**config.mk**
```make
export PLATFORM = sky130hd
export DESIGN_NAME = button_date_editor_core
export DESIGN_NICKNAME = d
export VERILOG_FILES = /design/src/sv/bde_pkg.sv /design/src/sv/button_date_editor_core.sv
export SDC_FILE = /design/constraint.sdc
export NUM_CORES = 1
export LEC_CHECK = 0
export BUFFER_PORTS_ARGS = -buffer_cell sky130_fd_sc_hd__buf_4
export CAP_MARGIN = 40
export CORE_AREA = 2 2 194 196
export CTS_BUF_LIST = sky130_fd_sc_hd__clkbuf_8
export CTS_CLUSTER_DIAMETER = 100
export CTS_CLUSTER_SIZE = 28
export DETAILED_ROUTE_END_ITERATION = 8
export DIE_AREA = 0 0 196 198
export MAX_ROUTING_LAYER = met4
export PLACE_DENSITY = 0.72
export SLEW_MARGIN = 20
export SYNTH_ARGS = -nofsm -noshare
export SYNTH_HDL_FRONTEND = slang
export SYNTH_SLANG_ARGS = --single-unit
```
**constraint.sdc**
```tcl
create_clock -name clk -period 25.6 [get_ports clk]
set_input_delay 5.12 -clock clk [delete_from_list [all_inputs] [get_ports clk]]
set_output_delay 5.12 -clock clk [all_outputs]
set_load 0.02 [all_outputs]
```
**src/sv/bde_pkg.sv**
```systemverilog
// Shared codes, constants and calendar helpers for the button date editor.
package bde_pkg;

	localparam int YEAR_W = 14;

	// Operation codes
	localparam logic [2:0] OP_START  = 3'd0;
	localparam logic [2:0] OP_UP     = 3'd1;
	localparam logic [2:0] OP_DOWN   = 3'd2;
	localparam logic [2:0] OP_SELECT = 3'd3;
	localparam logic [2:0] OP_BACK   = 3'd4;

	// Event result codes
	localparam logic [1:0] RES_IGNORED   = 2'd0;
	localparam logic [1:0] RES_UPDATED   = 2'd1;
	localparam logic [1:0] RES_COMMITTED = 2'd2;
	localparam logic [1:0] RES_CANCELLED = 2'd3;

	// Focus codes
	localparam logic [1:0] SEL_MONTH = 2'd0;
	localparam logic [1:0] SEL_DAY   = 2'd1;
	localparam logic [1:0] SEL_YEAR  = 2'd2;

	// Configuration register indexes
	localparam logic [1:0] CFG_YR_LO = 2'd0;
	localparam logic [1:0] CFG_YR_HI = 2'd1;

	// Reset values
	localparam logic [YEAR_W-1:0] YR_LO_RST = 14'd2020;
	localparam logic [YEAR_W-1:0] YR_HI_RST = 14'd2040;
	localparam logic [YEAR_W-1:0] YEAR_RST  = 14'd2020;

	// Reciprocal of 25 scaled by 2^17, exact for all 14-bit values
	localparam logic [12:0] RECIP25 = 13'd5243;

	// True when y is a multiple of 25
	function automatic logic mult25(input logic [YEAR_W-1:0] y);
		logic [26:0] prod;
		logic [9:0]  quo;
		logic [YEAR_W-1:0] back;
		prod = 27'(y) * 27'(RECIP25);
		quo  = prod[26:17];
		back = 14'(quo) * 14'd25;
		return y == back;
	endfunction

	// Gregorian leap-year test
	function automatic logic leap_year(input logic [YEAR_W-1:0] y);
		logic by4;
		logic by25;
		by4  = (y[1:0] == 2'b00);
		by25 = mult25(y);
		return (by4 && !by25) || (y[3:0] == 4'b0000 && by25);
	endfunction

	// Length of month m; months outside 1..12 give 31
	function automatic logic [4:0] month_days(input logic [3:0] m, input logic leap);
		logic [4:0] len;
		case (m)
			4'd2: len = leap ? 5'd29 : 5'd28;
			4'd4, 4'd6, 4'd9, 4'd11: len = 5'd30;
			default: len = 5'd31;
		endcase
		return len;
	endfunction

	// Clamp to the lower bound, then the upper bound
	function automatic logic [YEAR_W-1:0] fit_year(input logic [YEAR_W-1:0] y,
			input logic [YEAR_W-1:0] lo, input logic [YEAR_W-1:0] hi);
		logic [YEAR_W-1:0] r;
		r = y;
		if (r < lo) r = lo;
		if (r > hi) r = hi;
		return r;
	endfunction

endpackage

```
**src/sv/button_date_editor_core.sv**
```systemverilog
// Top level of the button date editor: input register, edit logic, result register.
//
// Channel | Direction | Handshake           | Beat contents
// in      | input     | in_valid/in_ready   | operation, start date, list and task numbers
// out     | output    | out_valid/out_ready | event_res, date, focus, tags
// cfg     | input     | cfg_valid/cfg_ready | cfg_index, cfg_data (lowest and highest year)
//
// One beat in, one beat out; an accepted item passes through the input register and then the result register.
// A new item is taken every cycle as long as the result register drains.
// The edit state updates when an item leaves the input register for the result register.
// Reset restores year range 2020..2040, closed editor, date 1/1/2020, zero tags.
// cfg_ready is always high; writes to unused indexes are dropped.
module button_date_editor_core
	import bde_pkg::*;
(
	input  logic              clk,
	input  logic              arst_n,
	input  logic              in_valid,
	output logic              in_ready,
	input  logic [2:0]        operation,
	input  logic [3:0]        start_month,
	input  logic [4:0]        start_day,
	input  logic [YEAR_W-1:0] start_year,
	input  logic [7:0]        list_number,
	input  logic [7:0]        task_number,
	output logic              out_valid,
	input  logic              out_ready,
	output logic [1:0]        event_res,
	output logic [3:0]        month,
	output logic [4:0]        day,
	output logic [YEAR_W-1:0] year,
	output logic [1:0]        focus,
	output logic [7:0]        list_tag,
	output logic [7:0]        task_tag,
	input  logic              cfg_valid,
	output logic              cfg_ready,
	input  logic [1:0]        cfg_index,
	input  logic [YEAR_W-1:0] cfg_data
);

	// Configuration and edit state
	logic [YEAR_W-1:0] yr_lo_q, yr_hi_q;
	logic              open_q;
	logic [1:0]        focus_q;
	logic [3:0]        month_q;
	logic [4:0]        day_q;
	logic [YEAR_W-1:0] year_q;
	logic [7:0]        list_q, task_q;

	// Input register
	logic              valid_s1;
	logic [2:0]        op_s1;
	logic [3:0]        smonth_s1;
	logic [4:0]        sday_s1;
	logic [YEAR_W-1:0] syear_s1;
	logic [7:0]        list_s1, task_s1;

	// Result register
	logic              valid_s2;
	logic [1:0]        res_s2;
	logic [3:0]        month_s2;
	logic [4:0]        day_s2;
	logic [YEAR_W-1:0] year_s2;
	logic [1:0]        focus_s2;
	logic [7:0]        list_s2, task_s2;

	// Next-state values
	logic              adv;
	logic              nx_open, nx_fit_day, nx_fit_year;
	logic [1:0]        nx_res, nx_focus;
	logic [3:0]        nx_month;
	logic [4:0]        nx_day, dim, dim_cur, fday;
	logic [YEAR_W-1:0] nx_year, fyear;
	logic [7:0]        nx_list, nx_task;
	logic signed [5:0]  mstep;
	logic signed [6:0]  dstep;
	logic signed [15:0] ystep;

	assign adv       = valid_s1 && (!valid_s2 || out_ready);
	assign in_ready  = !valid_s1 || adv;
	assign cfg_ready = 1'b1;

	// Length of the month for the date being edited
	assign dim = month_days(nx_month, leap_year(nx_year));

	// Length of the month for the stored date
	assign dim_cur = month_days(month_q, leap_year(year_q));

	// Decode the event against the current state
	always_comb begin
		nx_open     = open_q;
		nx_focus    = focus_q;
		nx_month    = month_q;
		nx_day      = day_q;
		nx_year     = year_q;
		nx_list     = list_q;
		nx_task     = task_q;
		nx_res      = RES_UPDATED;
		nx_fit_day  = 1'b0;
		nx_fit_year = 1'b0;
		mstep       = '0;
		dstep       = '0;
		ystep       = '0;
		if (op_s1 == OP_START) begin
			if (smonth_s1 == 4'd0) nx_month = 4'd1;
			else if (smonth_s1 > 4'd12) nx_month = 4'd12;
			else nx_month = smonth_s1;
			nx_day     = sday_s1;
			nx_year    = fit_year(syear_s1, yr_lo_q, yr_hi_q);
			nx_list    = list_s1;
			nx_task    = task_s1;
			nx_focus   = SEL_MONTH;
			nx_open    = 1'b1;
			nx_fit_day = 1'b1;
		end else if (!open_q) begin
			nx_res = RES_IGNORED;
		end else begin
			case (op_s1)
				OP_UP, OP_DOWN: begin
					if (focus_q == SEL_MONTH) begin
						mstep = (op_s1 == OP_UP) ? $signed({2'b00, month_q}) + 6'sd1
							: $signed({2'b00, month_q}) - 6'sd1;
						if (mstep > 6'sd12) mstep = 6'sd1;
						if (mstep < 6'sd1) mstep = 6'sd12;
						nx_month   = mstep[3:0];
						nx_fit_day = 1'b1;
					end else if (focus_q == SEL_DAY) begin
						dstep = (op_s1 == OP_UP) ? $signed({2'b00, day_q}) + 7'sd1
							: $signed({2'b00, day_q}) - 7'sd1;
						if (dstep > $signed({2'b00, dim_cur})) dstep = 7'sd1;
						if (dstep < 7'sd1) dstep = $signed({2'b00, dim_cur});
						nx_day = dstep[4:0];
					end else begin
						ystep = (op_s1 == OP_UP) ? $signed({2'b00, year_q}) + 16'sd1
							: $signed({2'b00, year_q}) - 16'sd1;
						if (ystep > $signed({2'b00, yr_hi_q}))
							ystep = $signed({2'b00, yr_lo_q});
						if (ystep < $signed({2'b00, yr_lo_q}))
							ystep = $signed({2'b00, yr_hi_q});
						nx_year    = ystep[YEAR_W-1:0];
						nx_fit_day = 1'b1;
					end
				end
				OP_SELECT: begin
					nx_fit_day = 1'b1;
					if (focus_q < SEL_YEAR) begin
						nx_focus = focus_q + 2'd1;
					end else begin
						nx_fit_year = 1'b1;
						nx_open     = 1'b0;
						nx_res      = RES_COMMITTED;
					end
				end
				OP_BACK: begin
					if (focus_q != SEL_MONTH) begin
						nx_focus = focus_q - 2'd1;
					end else begin
						nx_open = 1'b0;
						nx_res  = RES_CANCELLED;
					end
				end
				default: begin
					nx_res = RES_UPDATED;
				end
			endcase
		end
	end

	// Clamp the day to the month, then the year to the range on commit
	always_comb begin
		fday = nx_day;
		if (nx_fit_day) begin
			if (fday > dim) fday = dim;
			if (fday == 5'd0) fday = 5'd1;
		end
		fyear = nx_fit_year ? fit_year(nx_year, yr_lo_q, yr_hi_q) : nx_year;
	end

	// Control state and configuration
	always_ff @(posedge clk or negedge arst_n) begin
		if (!arst_n) begin
			valid_s1 <= 1'b0;
			valid_s2 <= 1'b0;
			yr_lo_q  <= YR_LO_RST;
			yr_hi_q  <= YR_HI_RST;
			open_q   <= 1'b0;
			focus_q  <= SEL_MONTH;
			month_q  <= 4'd1;
			day_q    <= 5'd1;
			year_q   <= YEAR_RST;
			list_q   <= 8'd0;
			task_q   <= 8'd0;
		end else begin
			if (in_ready) valid_s1 <= in_valid;
			if (adv) valid_s2 <= 1'b1;
			else if (out_ready) valid_s2 <= 1'b0;
			if (cfg_valid && cfg_index == CFG_YR_LO) yr_lo_q <= cfg_data;
			if (cfg_valid && cfg_index == CFG_YR_HI) yr_hi_q <= cfg_data;
			if (adv) begin
				open_q  <= nx_open;
				focus_q <= nx_focus;
				month_q <= nx_month;
				day_q   <= fday;
				year_q  <= fyear;
				list_q  <= nx_list;
				task_q  <= nx_task;
			end
		end
	end

	// Capture the input beat
	always_ff @(posedge clk) begin
		if (in_ready && in_valid) begin
			op_s1     <= operation;
			smonth_s1 <= start_month;
			sday_s1   <= start_day;
			syear_s1  <= start_year;
			list_s1   <= list_number;
			task_s1   <= task_number;
		end
	end

	// Hold the result beat until taken
	always_ff @(posedge clk) begin
		if (adv) begin
			res_s2   <= nx_res;
			month_s2 <= nx_month;
			day_s2   <= fday;
			year_s2  <= fyear;
			focus_s2 <= nx_focus;
			list_s2  <= nx_list;
			task_s2  <= nx_task;
		end
	end

	assign out_valid = valid_s2;
	assign event_res = res_s2;
	assign month     = month_s2;
	assign day       = day_s2;
	assign year      = year_s2;
	assign focus     = focus_s2;
	assign list_tag  = list_s2;
	assign task_tag  = task_s2;

endmodule
```
# After elaboration in Yosys (flattened, before gate mapping)
# Cells that the tools add are included.
[op_classes] mul=4 n_eq_ne=18 bitwise_logic=1 add_sub_neg=8 n_reduce_logical=31 order_cmp=13 n_mux=80
[op_table] cell="$mux 14" n=12
[op_table] cell="$mux 16" n=7
[op_table] cell="$mul 14x13->27 const B" n=2
[op_table] cell="$mux 5" n=10
[op_table] cell="$mux 7" n=7
[op_table] cell="$mux 6" n=6
[op_table] cell="$eq 14x14->1" n=2
[op_table] cell="$gt 14x14->1" n=2
[op_table] cell="$lt 14x14->1" n=2
[op_table] cell="$mul 10x5->14 const B" n=2
[op_table] cell="$mux 4" n=7
[op_table] cell="$mux 1" n=17
[op_table] cell="$eq 4x3->1 const B" n=4
[op_table] cell="$eq 4x4->1 const B" n=4
[op_table] cell="$gt 16x15->1" n=1
[op_table] cell="$lt 16x15->1" n=1
[op_table] cell="$mux 8" n=2
[op_table] cell="$pmux 2 s2" n=4
[op_table] cell="$add 14x1->15 const B" n=1
[op_table] cell="$sub 14x1->15 const B" n=1
[op_table] cell="$logic_not 4->1" n=3
[op_table] cell="$mux 2" n=6
[op_table] cell="$eq 4x2->1 const B" n=2
[op_table] cell="$logic_and 1x1->1" n=8
[op_table] cell="other kinds (27)" n=42
[totals] output_inout_bits=46 inputBits=63 elab_cells=180 register_bits=157

# Longest topological paths before layout
# Gate-level depths: netlist of run 1.
[depth] depth_word=30 ltp_mapped=72 ltp_nobuf=69

# Worst setup path before layout of run 1
# No wires, ideal clock.
[synth_timing] path_type="reg2reg" from="register year_q[0]" to="register day_q[1]" n_path_buf=3 setup_ns=0.065 arrival_time_ns=14.691 path_slack_ns=10.844 stages_incl_launch_ff=65 period_less_slack_ns=14.756 required_time_ns=25.535 cell_sequence="dfrtp_1 -> clkbuf_1 -> inv_1 -> ha_1 -> nor2b_1 -> o221ai_1 -> and3_1 -> a32o_1 -> xnor2_1 -> ha_1 -> nand2_1 -> or4_1 -> nor2_1 -> a211oi_2 -> nand2_1 -> clkbuf_1 -> a21oi_1 -> inv_1 -> [... 29 more ...] -> inv_1 -> fa_1 -> inv_1 -> ha_1 -> nand2_1 -> o21ai_0 -> or4_1 -> and3_1 -> xnor2_1 -> o2111ai_1 -> nor4_2 -> nor2_1 -> ha_1 -> a211oi_1 -> nand3_1 -> mux2i_1 -> a221oi_1 -> mux2_2"
[synth_via] elab_chain_len=30 elab_cells_between_ends=59 cone_classes="2 x add/sub; 4 x mul; 5 x order compare; 2 x eq/ne; 33 x mux; 13 x reduce/logical"
[synth_lines] item="start, declared" line="button_date_editor_core.sv:47" rtl="logic [YEAR_W-1:0] year_q;"
[synth_lines] item="start signal, assigned" line="button_date_editor_core.sv:204" rtl="year_q <= fyear;"
[synth_lines] item="$sub 14x1->15 / $add 14x1->15 (equally long branches)" line="button_date_editor_core.sv:135, button_date_editor_core.sv:134"
[synth_lines] item="$mux 16" line="button_date_editor_core.sv:134" rtl="ystep = (op_s1 == OP_UP) ? $signed({2'b00, year_q}) + 16'sd1"
[synth_lines] item="$gt 16x15->1" line="button_date_editor_core.sv:136" rtl="if (ystep > $signed({2'b00, yr_hi_q}))"
[synth_lines] item="$mux 16" line="button_date_editor_core.sv:136"
[synth_lines] item="$mux 16" line="button_date_editor_core.sv:127" rtl="end else if (focus_q == SEL_DAY) begin"
[synth_lines] item="$mux 16" line="button_date_editor_core.sv:120" rtl="if (focus_q == SEL_MONTH) begin"
[synth_lines] item="$mux 16" line="button_date_editor_core.sv:118" rtl="case (op_s1)"
[synth_lines] item="$mux 16" line="button_date_editor_core.sv:115" rtl="end else if (!open_q) begin"
[synth_lines] item="[... 15 more ...]"
[synth_lines] item="$pmux 2 s2" line="bde_pkg.sv:59" rtl="case (m)"
[synth_lines] item="$gt 5x5->1" line="button_date_editor_core.sv:173" rtl="if (fday > dim) fday = dim;"
[synth_lines] item="$mux 5" line="button_date_editor_core.sv:173"
[synth_lines] item="$mux 5" line="button_date_editor_core.sv:172" rtl="if (nx_fit_day) begin"
[synth_lines] item="$logic_not 5->1" line="button_date_editor_core.sv:174" rtl="if (fday == 5'd0) fday = 5'd1;"
[synth_lines] item="$mux 5" line="button_date_editor_core.sv:174"
[synth_lines] item="$mux 5 (*)" line="button_date_editor_core.sv:172"
[synth_lines] item="via fday[1]" line="button_date_editor_core.sv:72" rtl="logic [4:0] nx_day, dim, dim_cur, fday;"
[synth_lines] item="end signal, assigned" line="button_date_editor_core.sv:203" rtl="day_q <= fday;"
[synth_lines] item="end, declared" line="button_date_editor_core.sv:46" rtl="logic [4:0] day_q;"
# Mark *: on every way through the listed nets, which the timed path passes. The rest lies on a longest branch. The select of a mux whose other input is x is not followed.
# A chain may end at the register's enable or synchronous reset.

# Worst setup path after layout of run 1
# Ends and elaborated chain as after synthesis.

==> metrics, run 1 <==
largest net degree at the start of global routing 47; dominant cell type by area after synthesis sky130_fd_sc_hd__ha_1; post-placement cell area 0.02120 mm^2; clock tree from TritonCTS yes; sequential-to-total area share from yosys stat 22.07%; final clock skew 46.26 ps; gate count after technology mapping 2122; met2 routing resource usage after global routing 53.54%; met3 Use GR 3.594%; final non-filler cell area 0.02166 mm^2; post-DR wirelength/cell 21.95 um; Post-CTS Setup Bufs 0; post-synth top area share 23.68%; global-route congestion overflow total 0; core region area 0.03696 mm^2; top cells by area, synth sky130_fd_sc_hd__ha_1 24%, sky130_fd_sc_hd__edfxtp_1 13%, sky130_fd_sc_hd__fa_1 13%; Final HPWL DP 47590 um; pin slew with the least headroom to its limit 910.7 ps; count of antenna-violating nets left after detailed routing 0; DIE AREA 0.03881 mm^2; main combinational cell family by area after synthesis adder cells; total routing usage reported by global routing 31.78%; category of the most critical setup path flop to flop; relative slew slack 39.11%; met1 track demand over resource 39.50%; multiplexer share of the synthesized area 2.551%; delay of the slowest cell on the worst path 770 ps; Hold/Removal Path Class flop to flop; Post-Synth XOR/XNOR Area 4.547%; number of buffers created by CTS 17; number of cells upsized or downsized after cts 0; Placement Rows 71; shortest period the worst path allows 17390 ps; global-route wire length before repair 92050 um; Most common cell on crit path sky130_fd_sc_hd__ha_1; critical-path cell with the highest stage delay sky130_fd_sc_hd__dfrtp_1; flip-flop and latch count after synthesis 157; share of the synthesized area in compound gates (AO/OA/AOI/OAI) 14.82%; count of pins on the block boundary 109; Mapped Nets 2686; EDFF count, synth 85; hold violation total from the final report 0; number of antenna repair diodes 0; Ys Warns 0; result of the run completed; Die W 196 um; global routing's busiest layer met2; iteration count of the initial detailed-routing pass 6; via count of the first global-routing pass 16500; cell total after placement 2656; DRC errors left 0; post-synthesis to final-layout area growth 9.012%; share of the clock period used by the worst path 67.92%; later-pin clock latency in the skew report 500 ps; share of synthesized cell area in full adder, half adder and majority cells 36.48%; setup repair after global routing missed its margin no; last weighted congestion value of the routability-driven placer 1.076; critical path data required time 26030 ps; CP Data Arrival Time 17820 ps; Initial DRC Count 1306; highest clock rate 57.51 MHz; maximum net fanout on the critical path 15; total number of nets in the final design 2766; chip height 198 um; max capacitance violation total 0; Mapped Area 0.01987 mm^2; total negative setup slack 0 ps; Detailed Route WL 59020 um; Worst setup EP type flop; total of buffers placed on input and output ports 107; buffer levels on the longest clock path 2; detailed-route vias per instance 6.124; number of buffers inserted by hold repair at cts 0; sinks on the clock net 157; count of placed standard cells in the final layout, fillers left out 2689; simple logic cell fraction of the synthesized area 12.53%; final max-slew violation count 0; clock-pin transition on the worst setup and hold timing paths 110 ps; clock tree root driver cell sky130_fd_sc_hd__clkbuf_8; share of cells above drive strength 1 11.24%; async set or reset register ratio after synthesis 45.86%; total of endpoints with negative setup slack in the final report 0; via total after detailed routing 16470; synth cell count leaders 376 x sky130_fd_sc_hd__ha_1, 293 x sky130_fd_sc_hd__inv_1, 203 x sky130_fd_sc_hd__nand2_1; Top FF cell, synth sky130_fd_sc_hd__edfxtp_1; final cell utilization of the core 58.61%; most frequently used cell type in the post-synthesis netlist sky130_fd_sc_hd__ha_1; Unique masters post-synth 85; critical path launch point type flop; number of antenna violations at the first check in global routing 0; average footprint of a synthesized cell 9.363 um^2; deepest level of the CTS H-tree 4; effective utilization at floorplan 53.76%
==> cell families (layout without fill, tap and decap cells) <==
kind of cell | count (synthesis) | after routing
other | 1 | 1
buffers and inverters | 363 | 456
flip-flops | 157 | 157
multiplexers | 46 | 46
AO/OA/AOI/OAI | 433 | 433
adder cells (fa/ha/maj) | 505 | 505
AND/OR/NAND/NOR | 517 | 517
XOR/XNOR | 100 | 100
==> layout by cell type, fill, tap and decap left out, types with 17 or more instances in the layout <==
master / n
sky130_fd_sc_hd__mux2_2: 37
sky130_fd_sc_hd__o21ai_0: 97
sky130_fd_sc_hd__nor2_1: 92
sky130_fd_sc_hd__fa_1: 125
sky130_fd_sc_hd__nor3_1: 32
sky130_fd_sc_hd__inv_1: 292
sky130_fd_sc_hd__and3_1: 21
sky130_fd_sc_hd__edfxtp_1: 85
sky130_fd_sc_hd__o31ai_1: 28
sky130_fd_sc_hd__xor2_1: 25
sky130_fd_sc_hd__a21o_1: 32
sky130_fd_sc_hd__a21oi_1: 93
sky130_fd_sc_hd__nand3_1: 50
sky130_fd_sc_hd__buf_4: 123
sky130_fd_sc_hd__dfrtp_1: 48
sky130_fd_sc_hd__clkbuf_8: 17
sky130_fd_sc_hd__a31oi_1: 22
sky130_fd_sc_hd__nand2_1: 203
sky130_fd_sc_hd__dfstp_2: 24
sky130_fd_sc_hd__nand4_1: 24
sky130_fd_sc_hd__xnor2_1: 73
sky130_fd_sc_hd__ha_1: 376
==> sequential cells by signal, summed over array words and instances, names as in the netlist, 5 cells and up <==
name / flops
task_q: 8
yr_hi_q: 14
list_q: 8
syear_s1: 14
day_q: 5
sday_s1: 5
list_tag: 8
yr_lo_q: 14
year_q: 14
task_s1: 8
day: 5
task_tag: 8
list_s1: 8
year: 14
==> layer usage <==
metal | part of all wire [%] | vias up
li1 | - | 7636
met1 | 41 | 8017
met2 | 48 | 646
met3 | 6.1 | 168
met4 | 4.1 | 0
met5 | 0 | -
==> cell type report <==
type / instances / area, um^2
Fill cell: 3211 / 15300
Multi-Input combinational cell: 1602 / 14110
Sequential cell: 157 / 4384
Inverter: 295 / 1107
Timing Repair Buffer: 129 / 1021
Tap cell: 474 / 593.1
Clock buffer: 17 / 234.0
Clock inverter: 15 / 211.5
==> metrics by stage <==
| stage | setup WS [ps] | hold WS (ps) |
|---|---|---|
| 2_1_floorplan | 10840 | 457.2 |
| 3_3_place_gp | 8631 | 466.0 |
| 3_5_place_dp | 8319 | 475.0 |
| 4_1_cts | 8302 | 502.0 |
| 5_1_grt | 6848 | 533.1 |
| 6_report | 8213 | 504.5 |
==> worst max-delay path: cells and delay by family (launching register included) <==
| family | cells | cell delay [ps] |
|---|---|---|
| buffers and inverters | 7 | 590 |
| AO/OA/AOI/OAI | 20 | 5960 |
| multiplexers | 2 | 380 |
| XOR/XNOR | 2 | 390 |
| AND/OR/NAND/NOR | 17 | 4420 |
| adder cells (fa/ha/maj) | 13 | 4790 |
| flip-flops | 1 | 770 |
==> path summary, 6_finish.rpt <==
path	startpoint	end	slack, ps	cells past startpoint
hold / removal	valid_s1$_DFFE_PN0N_	out_valid$_DFFE_PN0P_	500	1
setup reg to reg	year_q[0]$_DFFE_PN0P_	day_q[1]$_DFFE_PN0P_	8210	61
hold reg to reg	valid_s1$_DFFE_PN0N_	out_valid$_DFFE_PN0P_	500	1
setup / recovery	year_q[0]$_DFFE_PN0P_	day_q[1]$_DFFE_PN0P_	8210	61
max in group asynchronous	arst_n	year_q[9]$_DFFE_PN1P_	20240	3
min in group asynchronous	arst_n	day_q[3]$_DFFE_PN0P_	4390	1
Power of run 1 is not shown: default switching activity piles up to over one toggle a cycle in this logic, so the estimate is an artifact.
==> run 2: changes to the inputs <==
- ABC_AREA: not set -> 1
- CORE_AREA: 2 2 194 196 -> 2 2 190 192
- DIE_AREA: 0 0 196 198 -> 0 0 192 194
- PLACE_DENSITY: 0.72 -> 0.75
- clock period: 25.6 -> 14.6 ns (I/O delays scaled with it)
==> run 2 against run 1 <==
- first-iteration DRC count up 5.5%
- routed wire length fell by 10%
- setup slack got worse by 7300 ps
- synthesized cell count increased by 6.9%
- die area fell by 4.0%
- critical path depth up 32
- utilization increased by 2.4 points
- fmax is 27% higher
- register-to-register slack got worse by 7300 ps
- sequential cell count did not move
- count of clock-buffer cells in the layout grew 1
- critical path type unchanged
- largest cell class unchanged
- highest routed layer unchanged
==> metrics, run 2 <==
Most common cell on crit path sky130_fd_sc_hd__nand2_1 (was sky130_fd_sc_hd__ha_1); delay of the slowest cell on the worst path 630 ps (was 770 ps); total of buffers placed on input and output ports 107 (unchanged); average footprint of a synthesized cell 8.462 um^2 (was 9.363 um^2); Mapped Area 0.01919 mm^2 (was 0.01987 mm^2); deepest level of the CTS H-tree 4 (unchanged); total routing usage reported by global routing 29.60% (was 31.78%); shortest period the worst path allows 13660 ps (was 17390 ps); commonest non-fill, non-tap cells in the layout 433 x sky130_fd_sc_hd__inv_1, 431 x sky130_fd_sc_hd__nand2_1, 375 x sky130_fd_sc_hd__ha_1 (was 376 x sky130_fd_sc_hd__ha_1, 292 x sky130_fd_sc_hd__inv_1, 203 x sky130_fd_sc_hd__nand2_1); count of pins on the block boundary 109 (unchanged); final cell utilization of the core 60.96% (was 58.61%); via count of the first global-routing pass 15760 (was 16500); smallest setup slack after layout 942.2 ps (was 8213 ps); max capacitance violation total 0 (unchanged); total of endpoints with negative setup slack in the final report 0 (unchanged); Final HPWL DP 43040 um (was 47590 um); top cells by area, synth sky130_fd_sc_hd__ha_1 25%, sky130_fd_sc_hd__edfxtp_1 13%, sky130_fd_sc_hd__fa_1 13% (was sky130_fd_sc_hd__ha_1 24%, sky130_fd_sc_hd__edfxtp_1 13%, sky130_fd_sc_hd__fa_1 13%); final max-slew violation count 0 (unchanged); Hold/Removal Path Class flop to flop (unchanged); final clock skew 20.69 ps (was 46.26 ps); number of buffers created by CTS 17 (unchanged); EDFF count, synth 85 (unchanged); CP Data Arrival Time 13920 ps (was 17820 ps); via total after detailed routing 15890 (was 16470); iteration count of the initial detailed-routing pass 6 (unchanged); hold violation total from the final report 0 (unchanged); DIE AREA 0.03725 mm^2 (was 0.03881 mm^2); share of cells above drive strength 1 12.55% (was 11.24%); Hold Slack 493.3 ps (was 504.5 ps); Placement Rows 69 (was 71); global-route congestion overflow total 0 (unchanged); result of the run completed (unchanged); pin slew with the least headroom to its limit 844.0 ps (was 910.7 ps); Ys Warns 0 (unchanged); detailed-route vias per instance 5.510 (was 6.124); Detailed Route WL 52830 um (was 59020 um); most frequently used cell type in the post-synthesis netlist sky130_fd_sc_hd__inv_1 (was sky130_fd_sc_hd__ha_1); Mapped Nets 2832 (was 2686); gate count after technology mapping 2268 (was 2122); largest net degree at the start of global routing 50 (was 47); flip-flop and latch count after synthesis 157 (unchanged); sinks on the clock net 157 (unchanged); sequential-to-total area share from yosys stat 22.84% (was 22.07%); buffer levels on the longest clock path 2 (unchanged); synth cell count leaders 440 x sky130_fd_sc_hd__inv_1, 438 x sky130_fd_sc_hd__nand2_1, 376 x sky130_fd_sc_hd__ha_1 (was 376 x sky130_fd_sc_hd__ha_1, 293 x sky130_fd_sc_hd__inv_1, 203 x sky130_fd_sc_hd__nand2_1); global-route wire length before repair 82450 um (was 92050 um); Die W 192 um (was 196 um); clock tree from TritonCTS yes (unchanged); core region area 0.03522 mm^2 (was 0.03696 mm^2); relative slew slack 43.60% (was 39.11%); dominant cell type by area after synthesis sky130_fd_sc_hd__ha_1 (unchanged); count of antenna-violating nets left after detailed routing 0 (unchanged); post-placement worst setup slack 427.2 ps (was 8319 ps); filler cell count 3123 (was 3211); post-synthesis to final-layout area growth 11.88% (was 9.012%); Unique masters post-synth 59 (was 85); share of the clock period used by the worst path 93.55% (was 67.92%); post-DR wirelength/cell 18.32 um (was 21.95 um); critical path launch point type flop (unchanged); number of antenna repair diodes 0 (unchanged); DRC errors left 0 (unchanged); effective utilization at floorplan 54.49% (was 53.76%); async set or reset register ratio after synthesis 45.86% (unchanged); post-synth top area share 24.51% (was 23.68%); Initial DRC Count 1378 (was 1306); later-pin clock latency in the skew report 500 ps (about the same); critical-path cell with the highest stage delay sky130_fd_sc_hd__dfstp_2 (was sky130_fd_sc_hd__dfrtp_1); category of the most critical setup path flop to flop (unchanged); chip height 194 um (was 198 um); commonest non-fill, non-tap cell in the layout sky130_fd_sc_hd__inv_1 (was sky130_fd_sc_hd__ha_1); clock tree root driver cell sky130_fd_sc_hd__clkbuf_8 (unchanged); critical path data required time 14860 ps (was 26030 ps); last weighted congestion value of the routability-driven placer 0.9964 (was 1.076); Worst setup EP type flop (unchanged); total number of nets in the final design 2974 (was 2766); highest clock rate 73.22 MHz (was 57.51 MHz); clock-pin transition on the worst setup and hold timing paths 110 ps (about the same); Top FF cell, synth sky130_fd_sc_hd__edfxtp_1 (unchanged); maximum net fanout on the critical path 10 (was 15); number of antenna violations at the first check in global routing 0 (unchanged)
run 2: changes by cell type in the layout (fill, tap and decap cells not counted), sizes merged, moves of 48 or more:
cell,previous run,this run
nand2,203,456
o21ai,104,172
nand3,50,100
inv,299,448
xor2,25,73
xnor2,73,14
run 2: cell type report:
cell class                 count  area, um^2  share of cell area, %
clock buffer                  18       247.7                  1.154
clock inverter                14       165.2                 0.7691
inverter                     445        1678                  7.814
multi-input combinational   1617       13050                  60.78
sequential                   157        4385                  20.42
tap                          461       576.8                  2.686
timing repair buffer         172        1369                  6.375
run 2: final timing paths:
check	slack (ps)	endpoint	start	cells after the start
max	940	day[0]$_DFFE_PP_	year_q[2]$_DFFE_PN1P_	93
min	490	task_q[5]$_DFFE_PN0P_	task_q[5]$_DFFE_PN0P_	2
max reg2reg	940	day[0]$_DFFE_PP_	year_q[2]$_DFFE_PN1P_	93
min reg2reg	490	task_q[5]$_DFFE_PN0P_	task_q[5]$_DFFE_PN0P_	2
max in group asynchronous	11610	yr_hi_q[8]$_DFFE_PN1P_	arst_n	2
min in group asynchronous	2330	year_q[0]$_DFFE_PN0P_	arst_n	1
run 2: kinds of logic after synthesis:
| logic type | synth area share [%] |
|---|---|
| compound gates | 10.13 |
| flops | 22.84 |
| mux | 0.05867 |
| xor+xnor | 3.970 |
| buf+inv | 9.968 |
| other cells | 0.01954 |
| simple gates | 15.46 |
| fa+ha+maj | 37.55 |
run 2: worst max-delay path, delay by kind of cell (launching register included):
family	cells	cell delay, ps
flops	1	630
mux	1	280
compound gates	17	2370
xor+xnor	4	840
simple gates	43	3510
buf+inv	16	1600
fa+ha+maj	12	4140
run 2: what timing repair did:
action                     CTS  global route
gates resized for setup      0            47
setup buffers                0            27
hold buffers                 0             0
setup endpoints to repair    0             4
run 2: metal layers:
layer,global-route usage [%],wire length (um)
met2,47.61,25570
met3,5.104,3378
met1,37.30,21960
met4,11.20,1924
met5,-,0
run 2: metrics by stage:
| stage | TNS [ps] | cell area (um^2) | instances |
|---|---|---|---|
| 2_1_floorplan | 0 | 19190 | 2268 |
| 3_3_place_gp | 0 | 20560 | 2816 |
| 3_5_place_dp | 0 | 20620 | 2820 |
| 4_1_cts | 0 | 21040 | 2852 |
| 5_1_grt | -0.6120 | 21470 | 2884 |
| 6_report | 0 | 21470 | 2884 |
Power of run 2 is left out for the same reason.
==> run 3: changes to the inputs <==
- GPL_TIMING_DRIVEN: not set -> 0
==> run 3 against run 2 <==
- die area unchanged
- sequential share of layout area down 0.93 points
- critical path depth down 3
- cell count up 2.4%
==> metrics, run 3 (synthesized netlist as in run 2, its figures left out) <==
total number of nets in the final design 3043 (was 2974); last weighted congestion value of the routability-driven placer 1.005 (was 0.9964); final clock skew 29.57 ps (was 20.69 ps); deepest level of the CTS H-tree 4 (unchanged); delay of the slowest cell on the worst path 700 ps (was 630 ps); share of cells above drive strength 1 17.70% (was 12.55%); post-placement cell area 0.02062 mm^2 (about the same); Hold Slack 494.1 ps (was 493.3 ps); total routing usage reported by global routing 29.41% (was 29.60%); chip height 194 um (unchanged); clock-pin transition on the worst setup and hold timing paths 120 ps (was 110 ps); detailed-route vias per instance 5.519 (was 5.510); category of the most critical setup path flop to flop (unchanged); total of endpoints with negative setup slack in the final report 0 (unchanged); post-synthesis to final-layout area growth 17.53% (was 11.88%); critical-path cell with the highest stage delay sky130_fd_sc_hd__dfstp_4 (was sky130_fd_sc_hd__dfstp_2); Initial DRC Count 1186 (was 1378); hold worst-path end list_q[7]$_DFFE_PN0P_ (was task_q[5]$_DFFE_PN0P_); Worst setup EP type flop (unchanged); via total after detailed routing 16300 (was 15890); final non-filler cell area 0.02256 mm^2 (was 0.02147 mm^2); worst hold start list_q[7]$_DFFE_PN0P_ (was task_q[5]$_DFFE_PN0P_); hold violation total from the final report 0 (unchanged); pin slew with the least headroom to its limit 850.1 ps (was 844.0 ps); count of placed standard cells in the final layout, fillers left out 2953 (was 2884); global-route wire length before repair 82580 um (was 82450 um); total of buffers placed on input and output ports 107 (unchanged); maximum net fanout on the critical path 10 (unchanged); count of pins on the block boundary 109 (unchanged); relative slew slack 43.12% (was 43.60%); Hold/Removal Path Class flop to flop (unchanged); result of the run completed (unchanged); setup repair after global routing missed its margin yes; shortest period the worst path allows 14280 ps (was 13660 ps); smallest setup slack after layout 323.9 ps (was 942.2 ps); clock tree from TritonCTS yes (unchanged); post-DR wirelength/cell 18.51 um (was 18.32 um); Placement Rows 69 (unchanged); DRC errors left 0 (unchanged); Register-to-Register Setup Slack 320 ps (was 940 ps); CP Data Arrival Time 14490 ps (was 13920 ps); Die W 192 um (unchanged); largest net degree at the start of global routing 53 (was 50); number of cell instances on the worst register-to-register path 90 (was 93); post-placement worst setup slack -832.0 ps (was 427.2 ps); count of antenna-violating nets left after detailed routing 0 (unchanged); commonest non-fill, non-tap cell in the layout sky130_fd_sc_hd__inv_1 (unchanged); final max-slew violation count 0 (unchanged); critical path data required time 14810 ps (was 14860 ps); Min-Delay Path Depth 2 (unchanged); number of antenna violations at the first check in global routing 0 (unchanged); sinks on the clock net 157 (unchanged); Worst R2R End day[0]$_DFFE_PP_ (unchanged); DIE AREA 0.03725 mm^2 (unchanged); max capacitance violation total 0 (unchanged); number of buffers inserted by hold repair at cts 0 (unchanged); later-pin clock latency in the skew report 480 ps (was 500 ps); startpoint of the worst register-to-register path year_q[2]$_DFFE_PN1P_ (unchanged); cell total after placement 2838 (was 2820); via count of the first global-routing pass 15810 (was 15760); number of antenna repair diodes 0 (unchanged); commonest non-fill, non-tap cells in the layout 412 x sky130_fd_sc_hd__inv_1, 408 x sky130_fd_sc_hd__nand2_1, 355 x sky130_fd_sc_hd__ha_1 (was 433 x sky130_fd_sc_hd__inv_1, 431 x sky130_fd_sc_hd__nand2_1, 375 x sky130_fd_sc_hd__ha_1); Most common cell on crit path sky130_fd_sc_hd__nand2_1 (unchanged); iteration count of the initial detailed-routing pass 6 (unchanged); critical path launch point type flop (unchanged); core region area 0.03522 mm^2 (unchanged); number of buffers created by CTS 17 (unchanged); Detailed Route WL 54670 um (was 52830 um); global-route congestion overflow total 0 (unchanged); buffer levels on the longest clock path 2 (unchanged); share of the clock period used by the worst path 97.78% (was 93.55%); effective utilization at floorplan 54.49% (unchanged); highest clock rate 70.05 MHz (was 73.22 MHz); Final HPWL DP 42580 um (was 43040 um); clock tree root driver cell sky130_fd_sc_hd__clkbuf_8 (unchanged)
## run 3: cell count changes in the layout (fill, tap and decap cells not counted), moves of 7 or more
cell and change:
sky130_fd_sc_hd__inv_1 -21, sky130_fd_sc_hd__xor2_1 -8, sky130_fd_sc_hd__nand2_1 -23, sky130_fd_sc_hd__nand2_2 +15, sky130_fd_sc_hd__clkbuf_1 +26, sky130_fd_sc_hd__clkinvlp_4 +11, sky130_fd_sc_hd__ha_4 +14, sky130_fd_sc_hd__nand3_1 -10
sky130_fd_sc_hd__buf_4 +25, sky130_fd_sc_hd__ha_1 -20, sky130_fd_sc_hd__nand2_4 +7, sky130_fd_sc_hd__nand3_2 +10, sky130_fd_sc_hd__inv_2 +8
## run 3: how the worst max path moves through the flow
stage                               start          endpoint  slack, ps  cells after the start
floorplan           year_q[2]$_DFFE_PN1P_  day[0]$_DFFE_PP_       1840                     94
global placement    year_q[2]$_DFFE_PN1P_  day[0]$_DFFE_PP_       -570                     91
detailed placement  year_q[2]$_DFFE_PN1P_  day[0]$_DFFE_PP_       -830                     94
CTS                 year_q[2]$_DFFE_PN1P_  day[0]$_DFFE_PP_         20                     94
global route        year_q[2]$_DFFE_PN1P_  day[0]$_DFFE_PP_       -380                     94
finish              year_q[2]$_DFFE_PN1P_  day[0]$_DFFE_PP_        320                     90
## run 3: per-stage QoR
stage | util (%) | TNS (ps)
after detailed placement | 58.55 | -3109
final | 64.04 | 0
after global placement | 58.40 | -2050
after CTS | 60.39 | 0
after floorplan | - | 0
after global routing | 64.04 | -1423
## run 3: worst max-delay path, delay by kind of cell, from the launching register on
kind / cells / cell delay, ps
buffers and inverters: 19 / 2030
adders and majority gates: 14 / 5260
xor gates and xnor gates: 3 / 440
muxes: 1 / 170
and+or+nand+nor: 39 / 3140
AOI/OAI and AO/OA: 14 / 2230
DFF: 1 / 700
## run 3: timing repair
action	4_1_cts	5_1_grt
setup endpoints to repair	4	4
pin swaps	4	72
setup buffers	14	66
cloned	0	3
resized for setup	28	171
## run 3: area by class of cell
class	count	area (um^2)
timing repair buffer	192	1550
clock inverter	14	192.7
sequential	157	4397
clock buffer	18	247.7
inverter	445	1724
fill	2924	12670
buffer	49	320.3
tap	461	576.8
multi-input combinational	1617	13550
## run 3: metal layers
layer	wire [um]	vias to the layer above	global-route usage (%)
li1	-	7790	-
met1	22610	7819	37.64
met2	26640	554	48.07
met3	3017	136	3.511
met4	2401	0	10.49
met5	0	-	-
Power of run 3 is left out for the same reason.
